--- config.mk ---
export PLATFORM = sky130hd
export DESIGN_NAME = xmodem_packet_receiver
export DESIGN_NICKNAME = d
export VERILOG_FILES = /design/src/hdl/xpr_pkg.sv /design/src/hdl/xpr_front.sv /design/src/hdl/xpr_queue.sv /design/src/hdl/xpr_back.sv /design/src/hdl/xmodem_packet_receiver.sv
export SDC_FILE = /design/constraint.sdc
export NUM_CORES = 1
export LEC_CHECK = 0
export ABC_AREA = 1
export BUFFER_PORTS_ARGS = -buffer_cell sky130_fd_sc_hd__buf_2
export CORE_MARGIN = 4
export CORE_UTILIZATION = 35
export CTS_BUF_LIST = sky130_fd_sc_hd__clkbuf_4 sky130_fd_sc_hd__clkbuf_8
export DETAILED_ROUTE_END_ITERATION = 16
export SKIP_LAST_GASP = 1
export SYNTH_ARGS = -nofsm -noshare
export SYNTH_HDL_FRONTEND = slang
export SYNTH_HIERARCHICAL = 1
export SYNTH_SLANG_ARGS = --single-unit
--- constraint.sdc ---
create_clock -name clk -period 2.6 [get_ports clk]
set_input_delay 0.52 -clock clk [delete_from_list [all_inputs] [get_ports clk]]
set_output_delay 0.52 -clock clk [all_outputs]
set_load 0.02 [all_outputs]
--- src/hdl/xpr_pkg.sv ---
// ----------------------------------------------------------------------------
// xpr_pkg
// shared types, protocol bytes and result codes of the xmodem receiver
// ----------------------------------------------------------------------------
package xpr_pkg;

    localparam int PAYLOAD_BYTES = 128;
    localparam int PAGE_BYTES    = 64;
    localparam int ADDR_BITS     = 16;
    localparam int IDX_BITS      = $clog2(PAYLOAD_BYTES);

    localparam int QUEUE_DEPTH   = 4;
    localparam int QUEUE_AW      = $clog2(QUEUE_DEPTH);

    // protocol bytes
    localparam logic [7:0] BYTE_SOH   = 8'h01;
    localparam logic [7:0] BYTE_EOT   = 8'h04;
    localparam logic [7:0] BYTE_ACK   = 8'h06;
    localparam logic [7:0] BYTE_NAK   = 8'h15;
    localparam logic [7:0] BYTE_FATAL = 8'h45;

    // result kinds
    localparam logic [2:0] KIND_STAGE  = 3'd0;
    localparam logic [2:0] KIND_COMMIT = 3'd1;
    localparam logic [2:0] KIND_NAK    = 3'd2;
    localparam logic [2:0] KIND_END    = 3'd3;
    localparam logic [2:0] KIND_FATAL  = 3'd4;

    // error codes
    localparam logic [2:0] ERR_NONE     = 3'd0;
    localparam logic [2:0] ERR_START    = 3'd1;
    localparam logic [2:0] ERR_INVERT   = 3'd2;
    localparam logic [2:0] ERR_ORDER    = 3'd3;
    localparam logic [2:0] ERR_CHECKSUM = 3'd4;
    localparam logic [2:0] ERR_ADDRESS  = 3'd5;

    // register indexes
    localparam logic REG_ENABLE_CHECKS  = 1'b0;
    localparam logic REG_APP_END_OFFSET = 1'b1;

    localparam logic        ENABLE_CHECKS_RESET  = 1'b1;
    localparam logic [15:0] APP_END_OFFSET_RESET = 16'd7168;

    // output packing widths
    localparam int TDATA_FIELDS = 8 + IDX_BITS + 8 + 16 + 3;
    localparam int TDATA_BITS   = ((TDATA_FIELDS + 7) / 8) * 8;

    // classified byte handed from front to back
    typedef struct packed {
        logic [7:0] data;
        logic       is_soh;
        logic       is_eot;
    } rx_item_t;

    typedef struct packed {
        logic [2:0]          kind;
        logic [7:0]          tx_byte;
        logic [IDX_BITS-1:0] stage_index;
        logic [7:0]          stage_data;
        logic [15:0]         flash_offset;
        logic [2:0]          error_code;
    } result_t;

endpackage

--- src/hdl/xpr_front.sv ---
// ----------------------------------------------------------------------------
// xpr_front
// input stage: registers received bytes and flags start and end bytes
// ----------------------------------------------------------------------------
module xpr_front
(
    input  logic               clk,
    input  logic               rst_n,
    input  logic               in_valid,
    output logic               in_ready,
    input  logic [7:0]         in_byte,
    output logic               q_valid,
    input  logic               q_ready,
    output xpr_pkg::rx_item_t  q_item
);

    logic              valid_reg;
    logic              valid_next;
    xpr_pkg::rx_item_t item_reg;

    assign in_ready = !valid_reg || q_ready;

    always_comb
    begin
        valid_next = valid_reg;
        if (in_ready)
        begin
            valid_next = in_valid;
        end
    end

    always_ff @(posedge clk or negedge rst_n)
    begin
        if (!rst_n)
        begin
            valid_reg <= 1'b0;
        end
        else
        begin
            valid_reg <= valid_next;
        end
    end

    always_ff @(posedge clk)
    begin
        if (in_ready && in_valid)
        begin
            item_reg.data   <= in_byte;
            item_reg.is_soh <= (in_byte == xpr_pkg::BYTE_SOH);
            item_reg.is_eot <= (in_byte == xpr_pkg::BYTE_EOT);
        end
    end

    assign q_valid = valid_reg;
    assign q_item  = item_reg;

endmodule

--- src/hdl/xpr_queue.sv ---
// ----------------------------------------------------------------------------
// xpr_queue
// small fifo that decouples the input stage from the packet engine
// ----------------------------------------------------------------------------
module xpr_queue
(
    input  logic               clk,
    input  logic               rst_n,
    input  logic               wr_valid,
    output logic               wr_ready,
    input  xpr_pkg::rx_item_t  wr_item,
    output logic               rd_valid,
    input  logic               rd_ready,
    output xpr_pkg::rx_item_t  rd_item
);

    xpr_pkg::rx_item_t                mem [xpr_pkg::QUEUE_DEPTH];
    logic [xpr_pkg::QUEUE_AW-1:0]     wr_ptr_reg;
    logic [xpr_pkg::QUEUE_AW-1:0]     wr_ptr_next;
    logic [xpr_pkg::QUEUE_AW-1:0]     rd_ptr_reg;
    logic [xpr_pkg::QUEUE_AW-1:0]     rd_ptr_next;
    logic [xpr_pkg::QUEUE_AW:0]       count_reg;
    logic [xpr_pkg::QUEUE_AW:0]       count_next;
    logic                             push;
    logic                             pop;

    assign wr_ready = (count_reg != (xpr_pkg::QUEUE_AW+1)'(xpr_pkg::QUEUE_DEPTH));
    assign rd_valid = (count_reg != '0);
    assign rd_item  = mem[rd_ptr_reg];
    assign push     = wr_valid && wr_ready;
    assign pop      = rd_valid && rd_ready;

    always_comb
    begin
        wr_ptr_next = push ? wr_ptr_reg + 1'b1 : wr_ptr_reg;
        rd_ptr_next = pop  ? rd_ptr_reg + 1'b1 : rd_ptr_reg;
        count_next  = count_reg;
        if (push && !pop)
        begin
            count_next = count_reg + 1'b1;
        end
        else if (pop && !push)
        begin
            count_next = count_reg - 1'b1;
        end
    end

    always_ff @(posedge clk or negedge rst_n)
    begin
        if (!rst_n)
        begin
            wr_ptr_reg <= '0;
            rd_ptr_reg <= '0;
            count_reg  <= '0;
        end
        else
        begin
            wr_ptr_reg <= wr_ptr_next;
            rd_ptr_reg <= rd_ptr_next;
            count_reg  <= count_next;
        end
    end

    always_ff @(posedge clk)
    begin
        if (push)
        begin
            mem[wr_ptr_reg] <= wr_item;
        end
    end

endmodule

--- src/hdl/xpr_back.sv ---
// ----------------------------------------------------------------------------
// xpr_back
// packet engine: parses the byte stream and registers at most one result per byte
// ----------------------------------------------------------------------------
module xpr_back
(
    input  logic               clk,
    input  logic               rst_n,
    input  logic               enable_checks,
    input  logic [15:0]        app_end_offset,
    input  logic               q_valid,
    output logic               q_ready,
    input  xpr_pkg::rx_item_t  q_item,
    output logic               out_valid,
    input  logic               out_ready,
    output xpr_pkg::result_t   out_result
);

    typedef enum logic [2:0] {
        PH_START,
        PH_NUMBER,
        PH_COMPL,
        PH_DATA,
        PH_SUM,
        PH_DONE,
        PH_HALT
    } phase_t;

    localparam int IW = xpr_pkg::IDX_BITS;
    localparam int AW = xpr_pkg::ADDR_BITS;

    phase_t                  phase_reg;
    phase_t                  phase_next;
    logic [7:0]              rx_num_reg;
    logic [7:0]              rx_num_next;
    logic [7:0]              exp_num_reg;
    logic [7:0]              exp_num_next;
    logic [IW-1:0]           count_reg;
    logic [IW-1:0]           count_next;
    logic [7:0]              sum_reg;
    logic [7:0]              sum_next;
    logic [AW-1:0]           offset_reg;
    logic [AW-1:0]           offset_next;
    logic                    valid_reg;
    logic                    valid_next;
    xpr_pkg::result_t        result_reg;
    xpr_pkg::result_t        result_next;

    logic                    take;
    logic [7:0]              b;
    logic [AW:0]             last_page;
    logic                    over_limit;

    assign q_ready = !valid_reg || out_ready;
    assign take    = q_valid && q_ready;
    assign b       = q_item.data;

    // start of the last page written by this commit, one bit wider so it cannot wrap
    assign last_page  = {1'b0, offset_reg}
                      + (AW+1)'(xpr_pkg::PAYLOAD_BYTES - xpr_pkg::PAGE_BYTES);
    assign over_limit = (last_page >= (AW+1)'(app_end_offset));

    always_comb
    begin
        phase_next   = phase_reg;
        rx_num_next  = rx_num_reg;
        exp_num_next = exp_num_reg;
        count_next   = count_reg;
        sum_next     = sum_reg;
        offset_next  = offset_reg;
        valid_next   = valid_reg && !out_ready;
        result_next  = result_reg;

        if (take)
        begin
            result_next = '0;
            unique case (phase_reg)
                PH_START:
                begin
                    if (q_item.is_eot)
                    begin
                        phase_next          = PH_DONE;
                        valid_next          = 1'b1;
                        result_next.kind    = xpr_pkg::KIND_END;
                        result_next.tx_byte = xpr_pkg::BYTE_ACK;
                    end
                    else if (q_item.is_soh)
                    begin
                        phase_next = PH_NUMBER;
                    end
                    else
                    begin
                        valid_next             = 1'b1;
                        result_next.kind       = xpr_pkg::KIND_NAK;
                        result_next.tx_byte    = xpr_pkg::BYTE_NAK;
                        result_next.error_code = xpr_pkg::ERR_START;
                    end
                end
                PH_NUMBER:
                begin
                    rx_num_next = b;
                    phase_next  = PH_COMPL;
                end
                PH_COMPL:
                begin
                    if (enable_checks && (~b != rx_num_reg))
                    begin
                        phase_next             = PH_START;
                        valid_next             = 1'b1;
                        result_next.kind       = xpr_pkg::KIND_NAK;
                        result_next.tx_byte    = xpr_pkg::BYTE_NAK;
                        result_next.error_code = xpr_pkg::ERR_INVERT;
                    end
                    else if (enable_checks && (exp_num_reg != rx_num_reg))
                    begin
                        phase_next             = PH_START;
                        valid_next             = 1'b1;
                        result_next.kind       = xpr_pkg::KIND_NAK;
                        result_next.tx_byte    = xpr_pkg::BYTE_NAK;
                        result_next.error_code = xpr_pkg::ERR_ORDER;
                    end
                    else
                    begin
                        count_next = '0;
                        sum_next   = '0;
                        phase_next = PH_DATA;
                    end
                end
                PH_DATA:
                begin
                    sum_next                = sum_reg + b;
                    valid_next              = 1'b1;
                    result_next.kind        = xpr_pkg::KIND_STAGE;
                    result_next.stage_index = count_reg;
                    result_next.stage_data  = b;
                    if (count_reg == IW'(xpr_pkg::PAYLOAD_BYTES - 1))
                    begin
                        count_next = '0;
                        phase_next = PH_SUM;
                    end
                    else
                    begin
                        count_next = count_reg + 1'b1;
                    end
                end
                PH_SUM:
                begin
                    valid_next = 1'b1;
                    if (enable_checks && (b != sum_reg))
                    begin
                        phase_next             = PH_START;
                        result_next.kind       = xpr_pkg::KIND_NAK;
                        result_next.tx_byte    = xpr_pkg::BYTE_NAK;
                        result_next.error_code = xpr_pkg::ERR_CHECKSUM;
                    end
                    else
                    begin
                        if (enable_checks)
                        begin
                            exp_num_next = exp_num_reg + 1'b1;
                        end
                        result_next.flash_offset = 16'(offset_reg);
                        if (enable_checks && over_limit)
                        begin
                            phase_next             = PH_HALT;
                            result_next.kind       = xpr_pkg::KIND_FATAL;
                            result_next.tx_byte    = xpr_pkg::BYTE_FATAL;
                            result_next.error_code = xpr_pkg::ERR_ADDRESS;
                        end
                        else
                        begin
                            offset_next         = offset_reg + AW'(xpr_pkg::PAYLOAD_BYTES);
                            phase_next          = PH_START;
                            result_next.kind    = xpr_pkg::KIND_COMMIT;
                            result_next.tx_byte = xpr_pkg::BYTE_ACK;
                        end
                    end
                end
                PH_DONE, PH_HALT:
                begin
                    // transfer over: bytes are dropped
                    result_next = result_reg;
                end
                default:
                begin
                    result_next = result_reg;
                end
            endcase
        end
    end

    always_ff @(posedge clk or negedge rst_n)
    begin
        if (!rst_n)
        begin
            phase_reg   <= PH_START;
            rx_num_reg  <= '0;
            exp_num_reg <= 8'd1;
            count_reg   <= '0;
            sum_reg     <= '0;
            offset_reg  <= '0;
            valid_reg   <= 1'b0;
            result_reg  <= '0;
        end
        else
        begin
            phase_reg   <= phase_next;
            rx_num_reg  <= rx_num_next;
            exp_num_reg <= exp_num_next;
            count_reg   <= count_next;
            sum_reg     <= sum_next;
            offset_reg  <= offset_next;
            valid_reg   <= valid_next;
            result_reg  <= result_next;
        end
    end

    assign out_valid  = valid_reg;
    assign out_result = result_reg;

endmodule

--- src/hdl/xmodem_packet_receiver.sv ---
// a result is registered by the packet engine after its byte passes the input stage and the queue
// throughput: one byte per cycle while m_tready stays high, set by the single-step packet engine
// input stage, four-entry queue and output register let either side stall alone
// reset: asynchronous active low, parser waits for a start byte, offset 0
// ----------------------------------------------------------------------------
// xmodem_packet_receiver
// xmodem checksum packet receiver with staging writes and commit results
// ----------------------------------------------------------------------------
module xmodem_packet_receiver
(
    input  logic                            clk,
    input  logic                            rst_n,
    // slave stream
    input  logic                            s_tvalid,
    output logic                            s_tready,
    input  logic [7:0]                      s_tdata,  // rx_byte[7:0]
    // master stream
    output logic                            m_tvalid,
    input  logic                            m_tready,
    // tx_byte[7:0], stage_index[14:8], stage_data[22:15], flash_offset[38:23],
    // error_code[41:39], zero fill above
    output logic [xpr_pkg::TDATA_BITS-1:0]  m_tdata,
    output logic [2:0]                      m_tuser,  // kind[2:0]
    // configuration
    input  logic                            psel,
    input  logic                            penable,
    input  logic                            pwrite,
    input  logic [2:0]                      paddr,
    input  logic [31:0]                     pwdata,
    output logic [31:0]                     prdata,
    output logic                            pready
);

    logic               enable_checks_reg;
    logic [15:0]        app_end_offset_reg;
    logic               cfg_write;

    logic               front_valid;
    xpr_pkg::rx_item_t  front_item;
    logic               q_wr_ready;
    logic               q_rd_valid;
    logic               q_rd_ready;
    xpr_pkg::rx_item_t  q_rd_item;
    xpr_pkg::result_t   result;

    // configuration registers
    assign pready    = 1'b1;
    assign cfg_write = psel && penable && pwrite && pready;

    always_ff @(posedge clk or negedge rst_n)
    begin
        if (!rst_n)
        begin
            enable_checks_reg  <= xpr_pkg::ENABLE_CHECKS_RESET;
            app_end_offset_reg <= xpr_pkg::APP_END_OFFSET_RESET;
        end
        else if (cfg_write)
        begin
            unique case (paddr[2])
                xpr_pkg::REG_ENABLE_CHECKS:  enable_checks_reg  <= pwdata[0];
                xpr_pkg::REG_APP_END_OFFSET: app_end_offset_reg <= pwdata[15:0];
                default:                     enable_checks_reg  <= enable_checks_reg;
            endcase
        end
    end

    always_comb
    begin
        unique case (paddr[2])
            xpr_pkg::REG_ENABLE_CHECKS:  prdata = {31'd0, enable_checks_reg};
            xpr_pkg::REG_APP_END_OFFSET: prdata = {16'd0, app_end_offset_reg};
            default:                     prdata = '0;
        endcase
    end

    xpr_front u_front
    (
        .clk        (clk),
        .rst_n      (rst_n),
        .in_valid   (s_tvalid),
        .in_ready   (s_tready),
        .in_byte    (s_tdata),
        .q_valid    (front_valid),
        .q_ready    (q_wr_ready),
        .q_item     (front_item)
    );

    xpr_queue u_queue
    (
        .clk      (clk),
        .rst_n    (rst_n),
        .wr_valid (front_valid),
        .wr_ready (q_wr_ready),
        .wr_item  (front_item),
        .rd_valid (q_rd_valid),
        .rd_ready (q_rd_ready),
        .rd_item  (q_rd_item)
    );

    xpr_back u_back
    (
        .clk            (clk),
        .rst_n          (rst_n),
        .enable_checks  (enable_checks_reg),
        .app_end_offset (app_end_offset_reg),
        .q_valid        (q_rd_valid),
        .q_ready        (q_rd_ready),
        .q_item         (q_rd_item),
        .out_valid      (m_tvalid),
        .out_ready      (m_tready),
        .out_result     (result)
    );

    assign m_tuser = result.kind;
    assign m_tdata = xpr_pkg::TDATA_BITS'({result.error_code, result.flash_offset,
                                           result.stage_data, result.stage_index,
                                           result.tx_byte});

endmodule

==> impl_results.md <==
* Outcome: completed
* Pre-CTS setup slack at 0.0969 ns
* Period minus WS final at around 2.4 ns
* Post-synthesis xor/xnor area fraction at between 3 and 4%
* Post-synthesis sequential area ratio at 50.2%
* Area grow syn2layout at 17.1%
* Post-synthesis simple-gate area fraction at 22.3%
* Clock Root Buffer: clkbuf_8
* M2 GR Usage at approximately 22%
* R2R Setup Slk at 0.20 ns
* DRT antenna net count at 0
* Pint at about 6000 uW
* HP Class: in -> reg
* Crit path capture type: flip-flop
* Max reg flops at 40
* Post-synth top flop: dfrtp_1
* Worst reg2reg path depth at 19
* Core Box Area at 0.0227 mm2
* Clock Sinks at ~150
* Synth top area cells: dfrtp_1, edfxtp_1, nand2_1
* Synth area leader: dfrtp_1
* YS warnings at 6
* Initial antenna violation count at 0
* Adder-Cell Fraction of Synth Area at 4.21%
* DIE HEIGHT at approximately 160 um
* Die ar. at about 0.026 mm2
* Max-slew violations at 0
* Die Wd at 160 um
* Hold Path End: u_front/q_item[9]
* Ant. Diodes at 0
* Drt total wl at 17100 um
* Synth Area per Inst at 8.93 um2
* CTS buffer count at 17
* Number of enable flip-flop cells after synthesis at 50
* Sequential share of power at about a third
* Main combinational cell family by area after synthesis: simple AND/OR/NAND/NOR gates
* WL/cell at between 10 and 15 um
* First-pass iteration count of the detailed router at 4
* Hold depth at 1
* GRT met3 Usage at under 10%
* FF-to-FF Start: u_queue/rd_ptr_reg[0]
* DPL Wire Length at ~12000 um
* PnR worst setup slack at 0.204 ns
* Area of the multi-input gates at approximately 0.0033 mm2
* Routability cong. at 0.861
* Grt peak-use layer: met2
* Register area at just over 0.004 mm2
* Number of global-route vias before repair at around 5600
* Post-Synthesis Cells at between 900 and 1000
* Clk_skew at approximately 0.016 ns
* VDD IR max at 0.000493 V
* DR vias at a little under 6000
* Leading cell type in the layout, fill and taps excluded: nand2_1
* Met1 usage in global routing at ~18%
* Post-route cell area at roughly 0.0095 mm2
* Register bit total from synthesis at approximately 150
* Worst skew pair latency at 0.45 ns
* Fmax at roughly 420 MHz
* IO buf count at 84
* CTS Buffer Depth at 2
* Setup TNS at 0 ns
* Leak Pwr at just under 0.005 uW
* Pwr dens at around 1100 mW/mm2
* Layout fillers at 2221
* Async S/R FF share, synth at about 67%
* Share of cells above drive strength 1 at 22.8%
* RSZ-0062 raised after global routing: true
* Post-place instance area at ~0.0088 mm2
* Clock network power share at between 10% and 20%
* Final Non-Filler Cells at between 1000 and 1500
* Max_cap viols at 0
* Combinational share of power at a little under half
* Final period util at between 90 and 100%
* Crit Reg-Reg Endpoint: u_back/count_reg[4]
* Post-synth top area share at a little under a third
* Total GRT Usage at between 10% and 20%
* Worst Path Required at between 2 and 3 ns
* Final Hold Viols at 0
* Net Switching at approximately 4400 uW
* Compound-Gate Fraction of Synth Area at around 8.2%
* Post-DR vias/cell at 4.50
* Clock transition at the registers of the reported paths at roughly 0.08 ns
* Sw Ratio at approximately two fifths
* DRC viols at 0
* Violation count after the first detailed-route iteration at 340
* Syn Std Cell Area at between 0.008 and 0.009 mm2
* Hold path start: s_tdata[7]
* Placed insts at 1275
* Largest net degree at the start of global routing at 60
* CTS tree: built
* Final-report setup violation count at 0
* Row count at 55
* Initial Utilization at 35.6%
* WP data arrival at ~2.8 ns
* Grt ovf at 0
* Critical Path Fanout Max at 24
* Mux cell area share after synthesis at 0%
* Nets at 1095
* Clock H-tree levels at 4
* Commonest cells after routing, fill and taps aside: nand2_1, inv_1, dfrtp_1
* Synth cell types at 45
* Crit path launch type: flip-flop
* Top Ports at around 140
* Critical Setup Path Class: reg -> reg
* First-pass GRT wire length at around 28000 um
==> synthesized netlist by cell type, drive strengths merged (2+ instances only) <==
cell	count
dfrtp	97
a32o	10
nand3	58
a21oi	16
clkinv	2
xor2	16
edfxtp	50
nor3	7
nor2	54
nand4	13
o211ai	20
inv	129
nand3b	3
conb	3
nand2	269
buf	57
fa	2
o21ai	42
ha	24
dfstp	5
clkbuf	2
or2	3
a31oi	2
xnor2	15
==> cell type report <==
cell class | count | share of cell area (%)
Sequential cell | 152 | 42.9
Multi-Input combinational cell | 593 | 35.1
Timing Repair Buffer | 124 | 8.25
Inverter | 131 | 5.25
Tap cell | 285 | 3.77
Clock buffer | 21 | 2.92
Clock inverter | 11 | 1.80
==> power groups by stage <==
stage	sequential [uW]	combinational [uW]	clock (uW)
after global placement	3600	4440	0
final	3580	4920	2010
after detailed placement	3610	4490	0
after global routing	3660	5560	2170
after CTS	3560	4510	2080
after floorplan	3650	3180	0
==> cells by family (layout without fill, tap and decap cells) <==
logic type,count (synthesis),after routing
compound gates,95,95
xor+xnor,31,31
fa+ha+maj,26,26
buf+inv,190,287
flops,152,152
other cells,3,33
simple gates,408,408
==> repair_timing <==
| action | CTS | global route |
|---|---|---|
| resized for setup | 0 | 21 |
| setup endpoints to repair | 0 | 27 |
| endpoints found under the hold margin | 7 | 0 |
| setup buffers | 0 | 8 |
| hold buffers | 1 | 0 |
==> worst max-delay path, stage by stage, from the launching register on <==
cell	delay [ns]
dfrtp_1	0.40
inv_4	0.08
clkbuf_16	0.17
o211ai_1	0.15
nand2_1	0.15
buf_4	0.16
buf_4	0.13
inv_1	0.10
nand2_1	0.06
nand2_1	0.07
inv_1	0.04
nand2_1	0.05
nor2_1	0.04
nand2_1	0.10
nand3_2	0.08
nand2_1	0.09
clkinv_2	0.11
nand2_8	0.20
nand2_1	0.10
o21ai_2	0.06
==> how the worst max path moves through the flow <==
stage	start	slack [ns]	end
floorplan	u_queue/rd_ptr_reg[0]	0.29	u_back/offset_reg[7]
global placement	u_queue/rd_ptr_reg[0]	0.15	u_back/phase_reg[1]
detailed placement	u_queue/rd_ptr_reg[0]	0.1	u_back/exp_num_reg[7]
CTS	u_queue/rd_ptr_reg[0]	0.08	u_back/exp_num_reg[7]
global route	u_queue/rd_ptr_reg[0]	-0.03	u_back/count_reg[1]
finish	u_queue/rd_ptr_reg[0]	0.20	u_back/count_reg[4]
==> layer usage <==
layer | vias up | share of wire [%] | routed length (um)
met3 | 17 | 3.2 | 539
met5 | - | 0 | 0
met1 | 2749 | 46 | 7940
met4 | 0 | 1.5 | 255
met2 | 93 | 49 | 8350
li1 | 3068 | - | -
==> through the flow <==
stage                     hold WS [ns]  power [uW]  util (%)
after floorplan                  0.224        6830         -
after global placement           0.378        8040      38.7
after detailed placement         0.377        8090      38.7
after CTS                        0.232       10200      40.7
after global routing             0.234       11400      41.7
final                            0.271       10500      41.7
Power figures use the tool's default switching activity.
